==> config.mk <==
export PLATFORM = sky130hd
export DESIGN_NAME = hsv_hsl_to_rgb_converter
export DESIGN_NICKNAME = d
export VERILOG_FILES = /design/src/sv/hhr_pkg.sv /design/src/sv/hhr_prep.sv /design/src/sv/hhr_mult.sv /design/src/sv/hhr_place.sv /design/src/sv/hhr_to_byte.sv /design/src/sv/hsv_hsl_to_rgb_converter.sv
export SDC_FILE = /design/constraint.sdc
export NUM_CORES = 1
export LEC_CHECK = 0
export BUFFER_PORTS_ARGS = -buffer_cell sky130_fd_sc_hd__clkbuf_2
export CAP_MARGIN = 20
export CORE_AREA = 4 4 212 214
export CTS_BUF_LIST = sky130_fd_sc_hd__clkbuf_4 sky130_fd_sc_hd__clkbuf_8
export CTS_CLUSTER_DIAMETER = 80
export DETAILED_ROUTE_END_ITERATION = 6
export DIE_AREA = 0 0 216 218
export PLACE_DENSITY = 0.92
export RECOVER_POWER = 25
export SYNTH_ARGS = -nofsm -noshare
export SYNTH_HDL_FRONTEND = slang
export SYNTH_SLANG_ARGS = --single-unit
==> constraint.sdc <==
create_clock -name clk -period 8.2 [get_ports clk]
set_input_delay 0.41 -clock clk [delete_from_list [all_inputs] [get_ports clk]]
set_output_delay 0.41 -clock clk [all_outputs]
set_load 0.05 [all_outputs]
==> src/sv/hhr_pkg.sv <==
package hhr_pkg;

  localparam int FRAC_BITS            = 12;
  localparam int HUE_STEPS_PER_DEGREE = 64;

  localparam int HUE_W  = 15;
  localparam int Q_W    = 13;
  localparam int F_W    = 12;
  localparam int M2_W   = 14;
  localparam int PROD_W = 24;
  localparam int BYTE_W = 8;

  localparam int ONE_Q    = 1 << FRAC_BITS;
  localparam int SECTOR_W = 60 * HUE_STEPS_PER_DEGREE;
  localparam int TURN_W   = 360 * HUE_STEPS_PER_DEGREE;

  // SECTOR_W = 256 * 15: shift by 8, then divide by 15 through a reciprocal
  localparam int DIV_SHIFT   = 8;
  localparam int DIV_ODD     = 15;
  localparam int QUO_W       = PROD_W - DIV_SHIFT;
  localparam int RECIP_SHIFT = 16;
  localparam int RECIP       = ((1 << RECIP_SHIFT) - 1) / DIV_ODD;

  typedef struct packed {
    logic [HUE_W-1:0] hue;
    logic [Q_W-1:0]   saturation;
    logic [Q_W-1:0]   level;
  } pixel_in_t;

  typedef struct packed {
    logic [BYTE_W-1:0] red;
    logic [BYTE_W-1:0] green;
    logic [BYTE_W-1:0] blue;
  } pixel_out_t;

  typedef enum logic [1:0] {
    SLOT_ZERO,
    SLOT_C,
    SLOT_X
  } slot_t;

  typedef struct packed {
    slot_t r;
    slot_t g;
    slot_t b;
  } slot_map_t;

  typedef enum logic {
    MODEL_HSV,
    MODEL_HSL
  } model_t;

  typedef struct packed {
    logic [2:0]     sector;
    logic [F_W-1:0] f;
    logic [Q_W-1:0] mul_a;
    logic [Q_W-1:0] sat;
    logic [Q_W-1:0] lev;
    model_t         model;
  } s1_t;

  typedef struct packed {
    logic [2:0]     sector;
    logic [F_W-1:0] f;
    logic [Q_W-1:0] c;
    logic [Q_W-1:0] lev;
    model_t         model;
  } s2_t;

  typedef struct packed {
    logic [2:0]        sector;
    logic [Q_W-1:0]    c;
    logic [M2_W-1:0]   m2;
    logic [PROD_W-1:0] prod;
  } s3_t;

  typedef struct packed {
    logic [2:0]       sector;
    logic [Q_W-1:0]   c;
    logic [M2_W-1:0]  m2;
    logic [QUO_W-1:0] q;
    logic [Q_W-1:0]   est;
  } s4_t;

  typedef struct packed {
    logic [M2_W-1:0] r2;
    logic [M2_W-1:0] g2;
    logic [M2_W-1:0] b2;
  } s5_t;

  function automatic slot_map_t sector_slots(input logic [2:0] sector);
    slot_map_t m;
    unique case (sector)
      3'd0:    m = '{r: SLOT_C,    g: SLOT_X,    b: SLOT_ZERO};
      3'd1:    m = '{r: SLOT_X,    g: SLOT_C,    b: SLOT_ZERO};
      3'd2:    m = '{r: SLOT_ZERO, g: SLOT_C,    b: SLOT_X};
      3'd3:    m = '{r: SLOT_ZERO, g: SLOT_X,    b: SLOT_C};
      3'd4:    m = '{r: SLOT_X,    g: SLOT_ZERO, b: SLOT_C};
      default: m = '{r: SLOT_C,    g: SLOT_ZERO, b: SLOT_X};
    endcase
    return m;
  endfunction

endpackage

==> src/sv/hhr_prep.sv <==
module hhr_prep (
  input  logic               clk,
  input  logic               en,
  input  hhr_pkg::pixel_in_t pix,
  input  hhr_pkg::model_t    model,
  output hhr_pkg::s1_t       s1_r
);

  logic [hhr_pkg::HUE_W-1:0] hue_red;
  logic [hhr_pkg::HUE_W-1:0] base;
  logic [2:0]                sector;
  logic [hhr_pkg::F_W-1:0]   rem;
  logic [hhr_pkg::Q_W-1:0]   sat_c;
  logic [hhr_pkg::Q_W-1:0]   lev_c;
  logic [hhr_pkg::M2_W-1:0]  lev2;
  logic [hhr_pkg::M2_W-1:0]  lev_dev;
  hhr_pkg::s1_t              s1_nxt;

  always_comb begin
    // 15-bit hue stays below two turns, one subtract reduces it
    if (pix.hue >= hhr_pkg::HUE_W'(hhr_pkg::TURN_W)) begin
      hue_red = pix.hue - hhr_pkg::HUE_W'(hhr_pkg::TURN_W);
    end else begin
      hue_red = pix.hue;
    end

    sector = '0;
    base   = '0;
    for (int k = 1; k < 6; k++) begin
      if (hue_red >= hhr_pkg::HUE_W'(k * hhr_pkg::SECTOR_W)) begin
        sector = 3'(k);
        base   = hhr_pkg::HUE_W'(k * hhr_pkg::SECTOR_W);
      end
    end
    rem = hhr_pkg::F_W'(hue_red - base);

    sat_c = (pix.saturation > hhr_pkg::Q_W'(hhr_pkg::ONE_Q)) ?
            hhr_pkg::Q_W'(hhr_pkg::ONE_Q) : pix.saturation;
    lev_c = (pix.level > hhr_pkg::Q_W'(hhr_pkg::ONE_Q)) ?
            hhr_pkg::Q_W'(hhr_pkg::ONE_Q) : pix.level;

    lev2 = {lev_c, 1'b0};
    if (lev2 >= hhr_pkg::M2_W'(hhr_pkg::ONE_Q)) begin
      lev_dev = lev2 - hhr_pkg::M2_W'(hhr_pkg::ONE_Q);
    end else begin
      lev_dev = hhr_pkg::M2_W'(hhr_pkg::ONE_Q) - lev2;
    end

    s1_nxt.sector = sector;
    s1_nxt.f      = sector[0] ? (hhr_pkg::F_W'(hhr_pkg::SECTOR_W) - rem) : rem;
    s1_nxt.sat    = sat_c;
    s1_nxt.lev    = lev_c;
    s1_nxt.model  = model;
    if (model == hhr_pkg::MODEL_HSL) begin
      s1_nxt.mul_a = hhr_pkg::Q_W'(hhr_pkg::M2_W'(hhr_pkg::ONE_Q) - lev_dev);
    end else begin
      s1_nxt.mul_a = lev_c;
    end
  end

  always_ff @(posedge clk) begin
    if (en) begin
      s1_r <= s1_nxt;
    end
  end

endmodule

==> src/sv/hhr_mult.sv <==
module hhr_mult (
  input  logic         clk,
  input  logic         en_chroma,
  input  logic         en_prod,
  input  hhr_pkg::s1_t s1,
  output hhr_pkg::s3_t s3_r
);

  localparam int AxS_W = 2 * hhr_pkg::Q_W;
  localparam int CxF_W = hhr_pkg::Q_W + hhr_pkg::F_W;

  logic [AxS_W-1:0] axs;
  logic [CxF_W-1:0] cxf;
  hhr_pkg::s2_t     s2_r;
  hhr_pkg::s2_t     s2_nxt;
  hhr_pkg::s3_t     s3_nxt;

  always_comb begin
    axs            = AxS_W'(s1.mul_a) * AxS_W'(s1.sat);
    s2_nxt.sector  = s1.sector;
    s2_nxt.f       = s1.f;
    s2_nxt.c       = axs[hhr_pkg::FRAC_BITS +: hhr_pkg::Q_W];
    s2_nxt.lev     = s1.lev;
    s2_nxt.model   = s1.model;
  end

  always_comb begin
    cxf           = CxF_W'(s2_r.c) * CxF_W'(s2_r.f);
    s3_nxt.sector = s2_r.sector;
    s3_nxt.c      = s2_r.c;
    s3_nxt.prod   = hhr_pkg::PROD_W'(cxf);
    // doubled offset keeps HSL's half of c exact
    if (s2_r.model == hhr_pkg::MODEL_HSL) begin
      s3_nxt.m2 = {s2_r.lev, 1'b0} - {1'b0, s2_r.c};
    end else begin
      s3_nxt.m2 = {s2_r.lev, 1'b0} - {s2_r.c, 1'b0};
    end
  end

  always_ff @(posedge clk) begin
    if (en_chroma) begin
      s2_r <= s2_nxt;
    end
    if (en_prod) begin
      s3_r <= s3_nxt;
    end
  end

endmodule

==> src/sv/hhr_place.sv <==
module hhr_place (
  input  logic         clk,
  input  logic         en_est,
  input  logic         en_place,
  input  hhr_pkg::s3_t s3,
  output hhr_pkg::s5_t s5_r
);

  localparam int EST_W = hhr_pkg::QUO_W + hhr_pkg::Q_W;
  localparam int REM_W = hhr_pkg::QUO_W + 1;

  logic [EST_W-1:0]        est_full;
  logic [REM_W-1:0]        est15;
  logic [REM_W-1:0]        rem;
  logic [hhr_pkg::Q_W-1:0] x;
  hhr_pkg::slot_map_t      map;
  hhr_pkg::s4_t            s4_r;
  hhr_pkg::s4_t            s4_nxt;
  hhr_pkg::s5_t            s5_nxt;

  function automatic logic [hhr_pkg::M2_W-1:0] chan2(
    input hhr_pkg::slot_t          slot,
    input logic [hhr_pkg::Q_W-1:0] c,
    input logic [hhr_pkg::Q_W-1:0] xv,
    input logic [hhr_pkg::M2_W-1:0] m2
  );
    logic [hhr_pkg::M2_W-1:0] v;
    unique case (slot)
      hhr_pkg::SLOT_C: v = {c, 1'b0} + m2;
      hhr_pkg::SLOT_X: v = {xv, 1'b0} + m2;
      default:         v = m2;
    endcase
    return v;
  endfunction

  // estimate of q / 15, low by at most one
  always_comb begin
    s4_nxt.sector = s3.sector;
    s4_nxt.c      = s3.c;
    s4_nxt.m2     = s3.m2;
    s4_nxt.q      = s3.prod[hhr_pkg::PROD_W-1:hhr_pkg::DIV_SHIFT];
    est_full      = EST_W'(s4_nxt.q) * EST_W'(hhr_pkg::RECIP);
    s4_nxt.est    = est_full[hhr_pkg::RECIP_SHIFT +: hhr_pkg::Q_W];
  end

  always_comb begin
    est15 = REM_W'(s4_r.est) * REM_W'(hhr_pkg::DIV_ODD);
    rem   = {1'b0, s4_r.q} - est15;
    x     = (rem >= REM_W'(hhr_pkg::DIV_ODD)) ? (s4_r.est + 1'b1) : s4_r.est;
    map   = hhr_pkg::sector_slots(s4_r.sector);
    s5_nxt.r2 = chan2(map.r, s4_r.c, x, s4_r.m2);
    s5_nxt.g2 = chan2(map.g, s4_r.c, x, s4_r.m2);
    s5_nxt.b2 = chan2(map.b, s4_r.c, x, s4_r.m2);
  end

  always_ff @(posedge clk) begin
    if (en_est) begin
      s4_r <= s4_nxt;
    end
    if (en_place) begin
      s5_r <= s5_nxt;
    end
  end

endmodule

==> src/sv/hhr_to_byte.sv <==
module hhr_to_byte (
  input  logic                clk,
  input  logic                en,
  input  hhr_pkg::s5_t        s5,
  output hhr_pkg::pixel_out_t pix_r
);

  localparam int WIDE_W = hhr_pkg::M2_W + hhr_pkg::BYTE_W;
  localparam int TOP_W  = WIDE_W - (hhr_pkg::FRAC_BITS + 1);

  hhr_pkg::pixel_out_t pix_nxt;

  // floor(v2 * 255 / 2^(F+1)), clipped to 255
  function automatic logic [hhr_pkg::BYTE_W-1:0] scale(
    input logic [hhr_pkg::M2_W-1:0] v2
  );
    logic [WIDE_W-1:0] wide;
    logic [TOP_W-1:0]  top;
    wide = {v2, {hhr_pkg::BYTE_W{1'b0}}} - WIDE_W'(v2);
    top  = wide[WIDE_W-1:hhr_pkg::FRAC_BITS+1];
    return (top > TOP_W'(255)) ? 8'hFF : top[hhr_pkg::BYTE_W-1:0];
  endfunction

  always_comb begin
    pix_nxt.red   = scale(s5.r2);
    pix_nxt.green = scale(s5.g2);
    pix_nxt.blue  = scale(s5.b2);
  end

  always_ff @(posedge clk) begin
    if (en) begin
      pix_r <= pix_nxt;
    end
  end

endmodule

==> src/sv/hsv_hsl_to_rgb_converter.sv <==
// HSV / HSL to 8-bit RGB converter.
// Input channel: in_valid / in_stall with in_pixel (hue in 1/64 degree,
//   saturation and level as Q12). An item is taken when in_valid is high
//   and in_stall is low.
// Output channel: out_valid / out_stall with out_pixel (red, green, blue).
// Config: cfg_valid / cfg_ready write cfg_data into the model select
//   (0 HSV, 1 HSL); cfg_ready is always high. Write only while idle.
// Six register stages: clamp and sector, chroma multiply, c*f multiply,
//   reciprocal divide estimate, divide correction and sector placement,
//   byte scaling. out_valid is the valid bit of the byte-scaling stage.
// Throughput is one item per clock while out_stall is low; each stage holds
//   when the stage after it is full and stalled, and empty stages fill, so
//   in_stall rises only when all six stages hold items and out_stall is high.
// Reset clears all stage valid bits and selects HSV; no item is lost or
//   repeated across a stall.
module hsv_hsl_to_rgb_converter (
  input  logic                clk,
  input  logic                rst_n,
  input  logic                in_valid,
  output logic                in_stall,
  input  hhr_pkg::pixel_in_t  in_pixel,
  output logic                out_valid,
  input  logic                out_stall,
  output hhr_pkg::pixel_out_t out_pixel,
  input  logic                cfg_valid,
  output logic                cfg_ready,
  input  logic                cfg_data
);

  localparam int NSTG = 6;

  logic [NSTG-1:0] vld_r;
  logic [NSTG-1:0] vld_nxt;
  logic [NSTG-1:0] adv;
  hhr_pkg::model_t model_r;
  hhr_pkg::model_t model_nxt;
  hhr_pkg::s1_t    s1;
  hhr_pkg::s3_t    s3;
  hhr_pkg::s5_t    s5;

  always_comb begin
    adv[NSTG-1] = !vld_r[NSTG-1] || !out_stall;
    for (int k = NSTG - 2; k >= 0; k--) begin
      adv[k] = !vld_r[k] || adv[k+1];
    end
    vld_nxt[0] = adv[0] ? in_valid : vld_r[0];
    for (int k = 1; k < NSTG; k++) begin
      vld_nxt[k] = adv[k] ? vld_r[k-1] : vld_r[k];
    end
  end

  assign in_stall  = !adv[0];
  assign out_valid = vld_r[NSTG-1];
  assign cfg_ready = 1'b1;

  always_comb begin
    model_nxt = model_r;
    if (cfg_valid && cfg_ready) begin
      model_nxt = hhr_pkg::model_t'(cfg_data);
    end
  end

  always_ff @(posedge clk) begin
    if (!rst_n) begin
      vld_r   <= '0;
      model_r <= hhr_pkg::MODEL_HSV;
    end else begin
      vld_r   <= vld_nxt;
      model_r <= model_nxt;
    end
  end

  hhr_prep u_prep (
    .clk   (clk),
    .en    (adv[0]),
    .pix   (in_pixel),
    .model (model_r),
    .s1_r  (s1)
  );

  hhr_mult u_mult (
    .clk       (clk),
    .en_chroma (adv[1]),
    .en_prod   (adv[2]),
    .s1        (s1),
    .s3_r      (s3)
  );

  hhr_place u_place (
    .clk      (clk),
    .en_est   (adv[3]),
    .en_place (adv[4]),
    .s3       (s3),
    .s5_r     (s5)
  );

  hhr_to_byte u_to_byte (
    .clk   (clk),
    .en    (adv[5]),
    .s5    (s5),
    .pix_r (out_pixel)
  );

endmodule

# Yosys cells after proc, flatten, opt, wreduce, memory -nomap -nowiden
# Index checks and enable logic that the tools add are counted.
# totals
regBits,283
latchBits,0
ramBits,0
romBits,0
input_bits,47
output_inout_bits,27
word_cells,113
mem_count,0
# op_classes
n_addsub,15
mul,4
div_mod_pow,0
magnitude_cmp,13
n_eq_ne,10
n_shift,0
mux,21
bitwise_logic,0
reduce_logical,16
# ops
op,count
$pmux 14 s2,3
$mux 12,6
$sub 22x14->22,3
$mux 13,4
$ge 15x14->1 const B,2
$ge 15x15->1 const B,2
$pmux 6 s5,1
$mul 16x13->29 const B,1
$add 14x14->14,2
$gt 9x8->1 const B,3
$gt 13x13->1 const B,2
$sub 13x13->13 const A,2
$mul 13x13->25,1
$mul 13x12->24,1
$ge 17x4->1 const B,1
$mul 13x4->17 const B,1
$sub 16x17->17,1
$ge 15x12->1 const B,1
$ge 15x13->1 const B,1
$mux 15,1
$sub 15x15->15 const B,1
$ge 14x13->1 const B,1
$mux 14,1
$sub 14x13->14,1
other kinds (16),36

# Logic depth before layout (Yosys ltp)
# Gate-level depths: netlist of the first run.
# depth
ltp_word,11
mapped_depth,28
depth_no_buf,27

# Hierarchy
# From an unflattened synthesis of the first run, not the netlist that was laid out.
# hier_totals
hier_cells,3012
area_unflattened_um2,29568.4
# by_module_without_submodules
module,n_inst,cells_per_inst,area_each_um2,seq_area_each_um2
hhr_mult,1,1555,14754.2,2882.8
hhr_place,1,909,9191.3,2972.9
hhr_prep,1,317,3428.3,1651.6
hhr_to_byte,1,200,1905.6,720.7
hsv_hsl_to_rgb_converter,1,31,289.0,140.1

# Worst setup path after synthesis of the first run
# No wires, ideal clock.
# synth_timing
kind,flip-flop to flip-flop
startpoint,reg u_place.s4_r[4] (netlist bit)
endpoint,"reg u_place.s5_r[13] (netlist bit), data pin"
setup_ps,275
arrival_ps,6051
t_required_ps,7925
slack_ps,1874
stages_incl_launch_ff,28
n_path_buf,0
synth_period_minus_slack_ps,6326
cell_sequence,edfxtp_1 -> inv_1 -> fa_1 -> inv_1 -> fa_1 -> fa_1 -> inv_1 -> ha_1 -> a211o_1 -> nor2_1 -> a21oi_1 -> a21oi_1 -> mux2_2 -> mux2_2 -> nand4b_1 -> xnor2_1 -> ha_1 -> fa_1 -> a21o_1 -> a21oi_1 -> o211a_1 -> nor2_1 -> nand4_1 -> nand4b_1 -> a21oi_1 -> xnor2_1 -> xnor2_1 -> o221ai_1
# synth_rtl
element,line,rtl
start: declaration,hhr_place.sv:17,hhr_pkg::s4_t s4_r;
start signal: assignment,hhr_place.sv:58,s4_r <= s4_nxt;
end signal: assignment,hhr_place.sv:61,s5_r <= s5_nxt;
end: declaration,hhr_place.sv:6,output hhr_pkg::s5_t s5_r

==> results_dict.tcl, run 1 <==
set metrics [dict create \
    cts_hold_repair.buffers 0 \
    maxCapViolations 1 \
    worst_r2r_startpoint "u_place.s4_r[4]" \
    clock_tree.buffer_depth 3 \
    final.setup_skew_ns 0.0355 \
    number_of_antenna_violations_at_the_first_check_in_global_routing 1 \
    final_layout_size_suffix_gt1_share_pct 5.95 \
    crit-reg2reg-capture "u_place.s5_r[13]" \
    dr_total_vias 19656 \
    row_count 76 \
    dp_cells 3298 \
    gp_routability_congestion 0.934 \
    boundaryPins 74 \
    seq_area_um2 8130 \
    timing.slew.headroom_pct -46.2 \
    cts.root.buffer_cell "clkbuf_8" \
    critPathArrivalTime_ns 7.51 \
    grt_first_pass_wirelength_um 101000 \
    final.setup.tns_ns 0 \
    global_route_overflow 0 \
    grt_start_max_net_pins 60 \
    syn2layout_area_growth_pct 5.84 \
    failing_checks "max-capacitance violations, max-slew violations" \
    postRouteWirelength_um 60200 \
    slowest_stage "fa_1" \
    r2r_slack_ns 0.97 \
    timing.critical_path.depth 27 \
    grt.total_usage_pct 26.2 \
    finalMaxSlewViolations 41 \
    worst_pin_slew_ns 2.19 \
    multi_input_comb_area_um2 17100 \
    worst_slack_ns 0.973 \
    placement.io_buffers 72 \
    synth_seq_area_share_pct 29.8 \
    floorplan.initialDensity_pct 63.6 \
    finalCritPeriodShare_pct 88.1 \
    first_global_vias 21294 \
    drt_drc_violations_left 0 \
    asyncSetResetFlopFracSynth_pct 0 \
    rsz0062_at_grt "no" \
    final_core_utilization_pct 67.4 \
    count_of_warnings_emitted_by_yosys 0 \
    fillCellCount 3014 \
    worst_skew_pair.late_latency_ns 0.59 \
    post_drt_wl_per_cell_um 17.8 \
    floorplan.die_area_um2 47100 \
    postSynthAreaPerCell_um2 10.0 \
    postSynthCellCount 2727 \
    final.min_clock_period_ns 7.23 \
    finalNonFillerCells 3376 \
    chipHeight_um 218 \
    cp.required_ns 8.48 \
    clock.fmax_mhz 138 \
    finalHoldViolations 0 \
    via_per_inst 5.82 \
    cts.sink_count 273 \
    path_clk_slew_ns 0.06 \
    r2r_worst_path_depth 27 \
    end_point_of_the_critical_path "u_place.s5_r[13]" \
    netlist_area_um2 27300 \
    floorplan.core_area_um2 42900 \
    cts_post_setup_buffers_inserted 0 \
    timing.critical_path.from "u_place.s4_r[4]" \
    dr.first_iter.drc_count 1383 \
    status "finished with violations" \
    cp_slowest_stage_delay_ns 0.51 \
    setup_slack_placement_ns 1.07 \
    post_cts.resized_instances 0 \
    final-setup-viol-count 0 \
    timing.setup.critical_path_class "reg2reg" \
    postSynthRegisterBits 273 \
    worst-path-max-fanout 9 \
    place_hpwl_um 47500 \
    synth_enable_flop_cells 266 \
    cts_made_buffers 45 \
    clock_tree_from_tritoncts "built" \
    drtAntennaViolNets 0 \
    holdCritPathClass "in2reg" \
    cell_type_group_with_the_largest_total_delay_on_the_critical_path "adder cells" \
    crit_buf_inv 3 \
    final_stage_net_count 3390 \
    synth_ff_type "edfxtp_1" \
    h_tree_lvls 2 \
    syn-num-nets 3357 \
    endpoint_kind "flop" \
    drt_pass1_iterations 6 \
    timing.critical_path.from_type "flop" \
    unique_cell_type_count_in_the_yosys_netlist 82 \
    die_w_um 216 \
]
layer usage:
metal,part of all wire (%),vias up,GRT usage (%)
li1,-,9054,-
met2,50,869,46.8
met4,5.2,0,13.0
met1,38,9481,30.5
met5,0,-,0
met3,7.3,252,4.56
cells in the mapped netlist, drive strengths merged, types with 26 or more instances:
library cell    n  area share (%)
a21o           33            0.91
a21oi          92             1.7
and2          110             2.5
clkbuf         86             1.2
edfxtp        266              29
fa            279              20
ha            304              14
inv           452             6.2
nand2         329             4.5
nand2b         26            0.60
nand3          33            0.61
nor2          119             1.7
nor2b          44             1.0
nor3           32            0.59
o21ai         107             2.0
xnor2         104             3.4
xor2           43             1.4
sequential cells by signal (all words and copies together) (netlist names):
name / flops
model_r: 1
u_mult.s2_r: 42
u_mult.s3_r: 46
u_place.s4_r: 59
u_place.s5_r: 40
u_prep.s1_r: 55
u_to_byte.pix_r: 24
vld_r: 6
final cells by class:
type	instances	share of cell area [%]
clock inverter	22	0.381
multi-input combinational	1910	59.3
sequential	273	28.1
tap	585	2.53
antenna	1	0.00866
timing repair buffer	78	1.36
inverter	452	5.87
clock buffer	55	2.43
worst register-to-register path, cell delays in order (launching register included):
cell      delay, ns
edfxtp_1       0.46
inv_1          0.23
fa_1           0.45
inv_1          0.09
fa_1           0.44
fa_1           0.51
inv_1          0.04
ha_1           0.36
a211o_1        0.30
nor2_1         0.11
a21oi_1        0.12
a21oi_1        0.33
mux2i_1        0.30
mux2_2         0.20
nand4b_1       0.36
xnor2_1        0.27
ha_1           0.23
fa_1           0.41
a21o_1         0.20
a21oi_1        0.27
o211a_1        0.18
nor2_1         0.07
nand4_1        0.10
nand4b_1       0.10
a21oi_1        0.18
xnor2_1        0.10
xnor2_1        0.33
o221ai_1       0.17
through the flow:
| stage | hold WS, ns | instance area [µm²] |
|---|---|---|
| finish | 0.0510 | 28900 |
| global route | 0.0333 | 28900 |
| CTS | 0.000937 | 28900 |
| detailed placement | 0.405 | 28100 |
| global placement | 0.402 | 28100 |
| floorplan | 0.400 | 27300 |
worst min-delay path by stage:
stage                     from          endpoint  slack (ns)  cells after the start
3_5_place_dp   u_mult.s2_r[41]   u_mult.s3_r[53]        0.40                      0
2_1_floorplan   u_prep.s1_r[0]    u_mult.s2_r[0]        0.40                      0
5_1_grt               in_valid          vld_r[0]        0.03                      2
3_3_place_gp   u_mult.s3_r[38]  u_place.s4_r[43]        0.40                      0
6_report              in_valid          vld_r[0]        0.05                      2
4_1_cts               in_valid          vld_r[0]      0.0009                      2
cell usage in the layout, fill, tap and decap left out, types with 7 or more instances in the layout:
cell and count:
inv_1 452, nand3_1 32, dfxtp_1 7, nand3b_1 9
nor2b_1 44, nor2_1 118, clkbuf_4 9, a21o_1 33
a221oi_1 7, o21ai_0 103, o21bai_1 8, and2_1 109
nand4_1 9, o211ai_1 7, a21boi_0 9, xor2_1 42
edfxtp_1 266, clkbuf_8 46, mux2i_1 13, nand2_1 327
o221ai_1 11, xnor2_1 103, nor3_1 32, or2_2 7
nand2b_1 26, clkbuf_2 69, a31oi_1 13, fa_1 279
a22oi_1 21, or3_1 8, a21oi_1 92, ha_1 304
clkinv_1 13, o21a_1 21, and3_1 14
kinds of logic after synthesis:
| kind of cell | share of synthesized area, % |
|---|---|
| XOR/XNOR | 4.81 |
| adder cells (fa/ha/maj) | 34.4 |
| multiplexers | 0.683 |
| other | 0.0137 |
| flip-flops | 29.8 |
| AND/OR/NAND/NOR | 13.8 |
| buffers and inverters | 7.52 |
| AO/OA/AOI/OAI | 9.00 |
Power of run 1 is not shown: default switching activity piles up to over one toggle a cycle in this logic, so the estimate is an artifact.
==> run 2: changes to the inputs <==
Settings changed: MAX_ROUTING_LAYER set to met4.
==> run 2 against run 1 <==
Effect of this change:
- the run still ends with max-capacitance violations, max-slew violations left
- non-clock buffer count rose by 2
- clock-buffer cell count fell by 1
- first-iteration DRC count rose by 1.9%
- hold slack got worse by 0.0057 ns
- register-to-register slack improved by 0.07 ns
- critical path depth fell by 1
- utilization rose by 0.51 points
- global-route usage rose by 1.2 points
- wire length rose by 1.7%
==> results_dict.tcl, run 2 (same netlist as run 1, synthesis figures left out) <==
set metrics [dict create \
    status "finished with violations" \
    failing_checks "max-capacitance violations, max-slew violations" \
    holdCritPathClass "in2reg" \
    fillCellCount 2987 \
    rsz0062_at_grt "no" \
    finalCritPeriodShare_pct 87.3 \
    drt_pass1_iterations 7 \
    cts_post_setup_buffers_inserted 0 \
    placement.io_buffers 72 \
    die_w_um 216 \
    min-delay-start "out_stall" \
    h_tree_lvls 2 \
    floorplan.die_area_um2 47100 \
    finalHoldViolations 0 \
    path_clk_slew_ns 0.07 \
    final.min_clock_period_ns 7.16 \
    first_global_vias 21173 \
    most-common-layout-cells "inv_1 (452), nand2_1 (327), ha_1 (304)" \
    final-setup-viol-count 0 \
    layout_commonest_cell "inv_1" \
    floorplan.core_area_um2 42900 \
    endpoint_kind "flop" \
    via_per_inst 5.81 \
    dr.first_iter.drc_count 1409 \
    timing.setup.critical_path_class "reg2reg" \
    timing.critical_path.from_type "flop" \
    worst_pin_slew_ns 2.17 \
    clock_tree.buffer_depth 3 \
    grt_start_max_net_pins 60 \
    critPathArrivalTime_ns 7.53 \
    drt_drc_violations_left 0 \
    maxCapViolations 1 \
    global_route_overflow 0 \
    largest-register "u_place.s4_r" \
    crit_buf_inv 3 \
    cell_type_group_with_the_largest_total_delay_on_the_critical_path "adder cells" \
    place_hpwl_um 47800 \
    worst-path-max-fanout 9 \
    boundaryPins 74 \
    cts_made_buffers 46 \
    clock.fmax_mhz 140 \
    finalMaxSlewViolations 41 \
    cp_slowest_stage_delay_ns 0.52 \
    largest_reg_flops 59 \
    dr_total_vias 19645 \
    chipHeight_um 218 \
    finalNonFillerCells 3382 \
    number_of_antenna_repair_diodes 0 \
    timing.slew.headroom_pct -44.5 \
    final_stage_net_count 3393 \
    r2r_slack_ns 1.04 \
    post_drt_wl_per_cell_um 18.1 \
    floorplan.initialDensity_pct 63.6 \
    timing.critical_path.from "u_place.s4_r[10]" \
    final.setup.tns_ns 0 \
    final.setup_skew_ns 0.0464 \
    number_of_antenna_violations_at_the_first_check_in_global_routing 0 \
    worst_skew_pair.late_latency_ns 0.64 \
    cts.root.buffer_cell "clkbuf_8" \
    postRouteWirelength_um 61300 \
    drtAntennaViolNets 0 \
    timing.critical_path.mode_cell "fa_1" \
    grt.total_usage_pct 27.4 \
    cp.required_ns 8.57 \
    clock_tree_from_tritoncts "built" \
    cts.sink_count 273 \
    dp_cells 3298 \
    slowest_stage "edfxtp_1" \
    row_count 76 \
    syn2layout_area_growth_pct 6.63 \
    grt_first_pass_wirelength_um 102000 \
    leading_registers_by_flop_count "u_place.s4_r x59, u_prep.s1_r x55, u_mult.s3_r x46" \
    final_layout_size_suffix_gt1_share_pct 6.36 \
    worst_r2r_startpoint "u_place.s4_r[10]" \
    gp_routability_congestion 0.959 \
]
## run 2: stage by stage
stage / area [µm²] / setup WS, ns / utilization [%] / hold WS, ns
floorplan: 27300 / 1.87 / - / 0.400
global placement: 28100 / 1.21 / 65.5 / 0.402
detailed placement: 28100 / 1.08 / 65.5 / 0.405
CTS: 29100 / 1.07 / 67.9 / 0.00371
global route: 29100 / 0.579 / 67.9 / 0.0351
finish: 29100 / 1.04 / 67.9 / 0.0452
## run 2: path summary, 6_finish.rpt
path                                    endpoint  depth (start not counted)
worst min-delay path                    vld_r[5]                          3
worst max register to register  u_place.s5_r[13]                         26
worst min register to register  u_place.s4_r[50]                          0
worst max-delay path            u_place.s5_r[13]                         26
## run 2: timing repair
action                                  4_1_cts  5_1_grt
endpoints found under the setup margin        0        0
hold endpoints to repair                      2        0
hold buffers                                  2        0
gates resized for setup                       0        0
## run 2: worst register-to-register path, cell delays in order (launching register included)
cell	delay, ns
edfxtp_1	0.52
inv_1	0.18
fa_1	0.51
inv_1	0.06
fa_1	0.47
fa_1	0.51
inv_1	0.04
ha_1	0.38
a21o_1	0.22
a31o_2	0.28
o41ai_1	0.30
o21ai_0	0.12
nor4_1	0.28
nand4b_1	0.45
xnor2_1	0.27
ha_1	0.22
fa_1	0.42
a21o_1	0.20
a21oi_1	0.26
o211a_1	0.18
nor2_1	0.07
nand4_1	0.09
nand4b_1	0.09
a21oi_1	0.19
xnor2_1	0.10
xnor2_1	0.36
o221ai_1	0.18
## run 2: routing by layer
layer	GRT usage [%]	vias up	routed length (µm)	part of all wire [%]
li1	-	9084	-	-
met1	31.4	9475	23300	38
met2	48.4	839	31200	51
met3	3.87	247	3870	6.3
met4	11.8	0	2850	4.6
met5	-	-	0	0
## run 2: layout make-up
cell class	count	area (µm²)	share of cell area, %
Clock buffer	54	693	2.38
Clock inverter	28	314	1.08
Inverter	452	1700	5.83
Multi-Input combinational cell	1910	17100	58.8
Sequential cell	273	8130	27.9
Tap cell	585	732	2.52
Timing Repair Buffer	80	418	1.44
Power of run 2 is left out for the same reason.
==> run 3: changes to the inputs <==
Settings changed: CORE_AREA 4 4 212 214 to 4 4 202 224, DIE_AREA 0 0 216 218 to 0 0 206 228.
==> run 3 against run 2 <==
Effect of this change:
- the flow now finishes without violations
- cell count shrank 0.27%
- critical path depth did not move
- critical path type unchanged
- die area is 0.25% lower
==> results_dict.tcl, run 3 (same netlist as run 1, synthesis figures left out) <==
set metrics [dict create \
    status "complete, no violations" \
    final.setup.tns_ns 0 \
    postRouteWirelength_um 61800 \
    holdCritPathClass "in2reg" \
    critPathArrivalTime_ns 7.42 \
    final.min_clock_period_ns 7.13 \
    number_of_antenna_repair_diodes 0 \
    timing.critical_path.from_type "flop" \
    post_cts.resized_instances 0 \
    clock_tree_from_tritoncts "built" \
    finalNonFillerCells 3373 \
    grt_first_pass_wirelength_um 103000 \
    chipHeight_um 228 \
    postPlaceCellArea_um2 28100 \
    design_area_um2 29000 \
    dr.first_iter.drc_count 1386 \
    dr_total_vias 19803 \
    largest_reg_flops 59 \
    worst_skew_pair.late_latency_ns 0.61 \
    fillCellCount 3094 \
    row_count 80 \
    floorplan.die_area_um2 47000 \
    final.setup_skew_ns 0.0344 \
    drt_pass1_iterations 6 \
    clock.fmax_mhz 140 \
    worst_pin_slew_ns 1.23 \
    cts_post_setup_buffers_inserted 0 \
    largest-register "u_place.s4_r" \
    maxCapViolations 0 \
    rsz0062_at_grt "no" \
    number_of_antenna_violations_at_the_first_check_in_global_routing 0 \
    floorplan.initialDensity_pct 63.4 \
    dp_cells 3288 \
    final_stage_net_count 3393 \
    finalMaxSlewViolations 0 \
    grt.total_usage_pct 27.6 \
    cts_made_buffers 46 \
    endpoint_kind "flop" \
    place_hpwl_um 48900 \
    path_clk_slew_ns 0.06 \
    first_global_vias 21388 \
    worst-path-max-fanout 9 \
    global_route_overflow 0 \
    final_layout_size_suffix_gt1_share_pct 6.29 \
    cts_hold_repair.buffers 0 \
    cts.sink_count 273 \
    drtAntennaViolNets 0 \
    layout_commonest_cell "inv_1" \
    syn2layout_area_growth_pct 6.21 \
    floorplan.core_area_um2 43000 \
    die_w_um 206 \
    timing.setup.critical_path_class "reg2reg" \
    most-common-layout-cells "inv_1 (452), nand2_1 (327), ha_1 (304)" \
    gp_routability_congestion 0.936 \
    h_tree_lvls 2 \
    clock_tree.buffer_depth 3 \
    final-setup-viol-count 0 \
    leading_registers_by_flop_count "u_place.s4_r x59, u_prep.s1_r x55, u_mult.s3_r x46" \
    boundaryPins 74 \
    via_per_inst 5.87 \
    finalCritPeriodShare_pct 86.9 \
    cp.required_ns 8.49 \
    cts.root.buffer_cell "clkbuf_8" \
    finalHoldViolations 0 \
    placement.io_buffers 72 \
    grt_start_max_net_pins 60 \
    post_drt_wl_per_cell_um 18.3 \
    timing.slew.headroom_pct 18.1 \
    drt_drc_violations_left 0 \
]
==> run 3: changes by cell type in the layout (fill, tap and decap cells not counted), moves of 2 or more <==
cell / change
bufinv_16: -5
clkbuf_8: +5
clkinv_1: +5
dlygate4sd3_1: -2
inv_8: -2
==> run 3: final cells by class <==
| class | instances | area (µm²) | area share [%] |
|---|---|---|---|
| repair buffers | 80 | 409 | 1.41 |
| flip-flops and latches | 273 | 8130 | 28.0 |
| clock buffers | 60 | 769 | 2.65 |
| multi-input cells | 1910 | 17100 | 59.1 |
| clock inverters | 24 | 144 | 0.496 |
| inverters | 452 | 1700 | 5.85 |
| well taps | 574 | 718 | 2.48 |
==> run 3: final timing paths <==
kind / startpoint / slack, ns / cells after the start / to
worst max-delay path: u_place.s4_r[10] / 1.07 / 26 / u_place.s5_r[13]
worst min-delay path: in_valid / 0.05 / 2 / vld_r[0]
worst max register to register: u_place.s4_r[10] / 1.07 / 26 / u_place.s5_r[13]
worst min register to register: u_mult.s3_r[45] / 0.41 / 0 / u_place.s4_r[50]
==> run 3: per-layer routing <==
| metal | wire, µm | track usage (%) | vias up |
|---|---|---|---|
| met5 | 0 | - | - |
| met4 | 3160 | 12.7 | 0 |
| met3 | 3820 | 3.93 | 278 |
| met2 | 32300 | 48.5 | 856 |
| met1 | 22600 | 30.9 | 9604 |
| li1 | - | - | 9065 |
==> run 3: critical path, cell delays in order (launching register included) <==
cell and delay [ns]:
edfxtp_1 0.52, inv_1 0.18, fa_1 0.50, inv_1 0.05, fa_1 0.47, fa_1 0.51
inv_1 0.04, ha_1 0.37, a21o_1 0.22, a31o_2 0.28, o41ai_1 0.32, o21ai_0 0.12
nor4_1 0.26, nand4b_1 0.41, xnor2_1 0.25, ha_1 0.22, fa_1 0.41, a21o_1 0.19
a21oi_1 0.29, o211a_1 0.18, nor2_1 0.07, nand4_1 0.09, nand4b_1 0.10, a21oi_1 0.19
xnor2_1 0.10, xnor2_1 0.29, o221ai_1 0.18
==> run 3: stage by stage <==
step | util [%] | worst slack [ns] | hold WS [ns]
2_1_floorplan | - | 1.87 | 0.400
3_3_place_gp | 65.2 | 1.30 | 0.402
3_5_place_dp | 65.2 | 1.12 | 0.405
4_1_cts | 67.4 | 1.08 | 0.0146
5_1_grt | 67.3 | 0.540 | 0.0287
6_report | 67.3 | 1.07 | 0.0521
Power of run 3 is left out for the same reason.
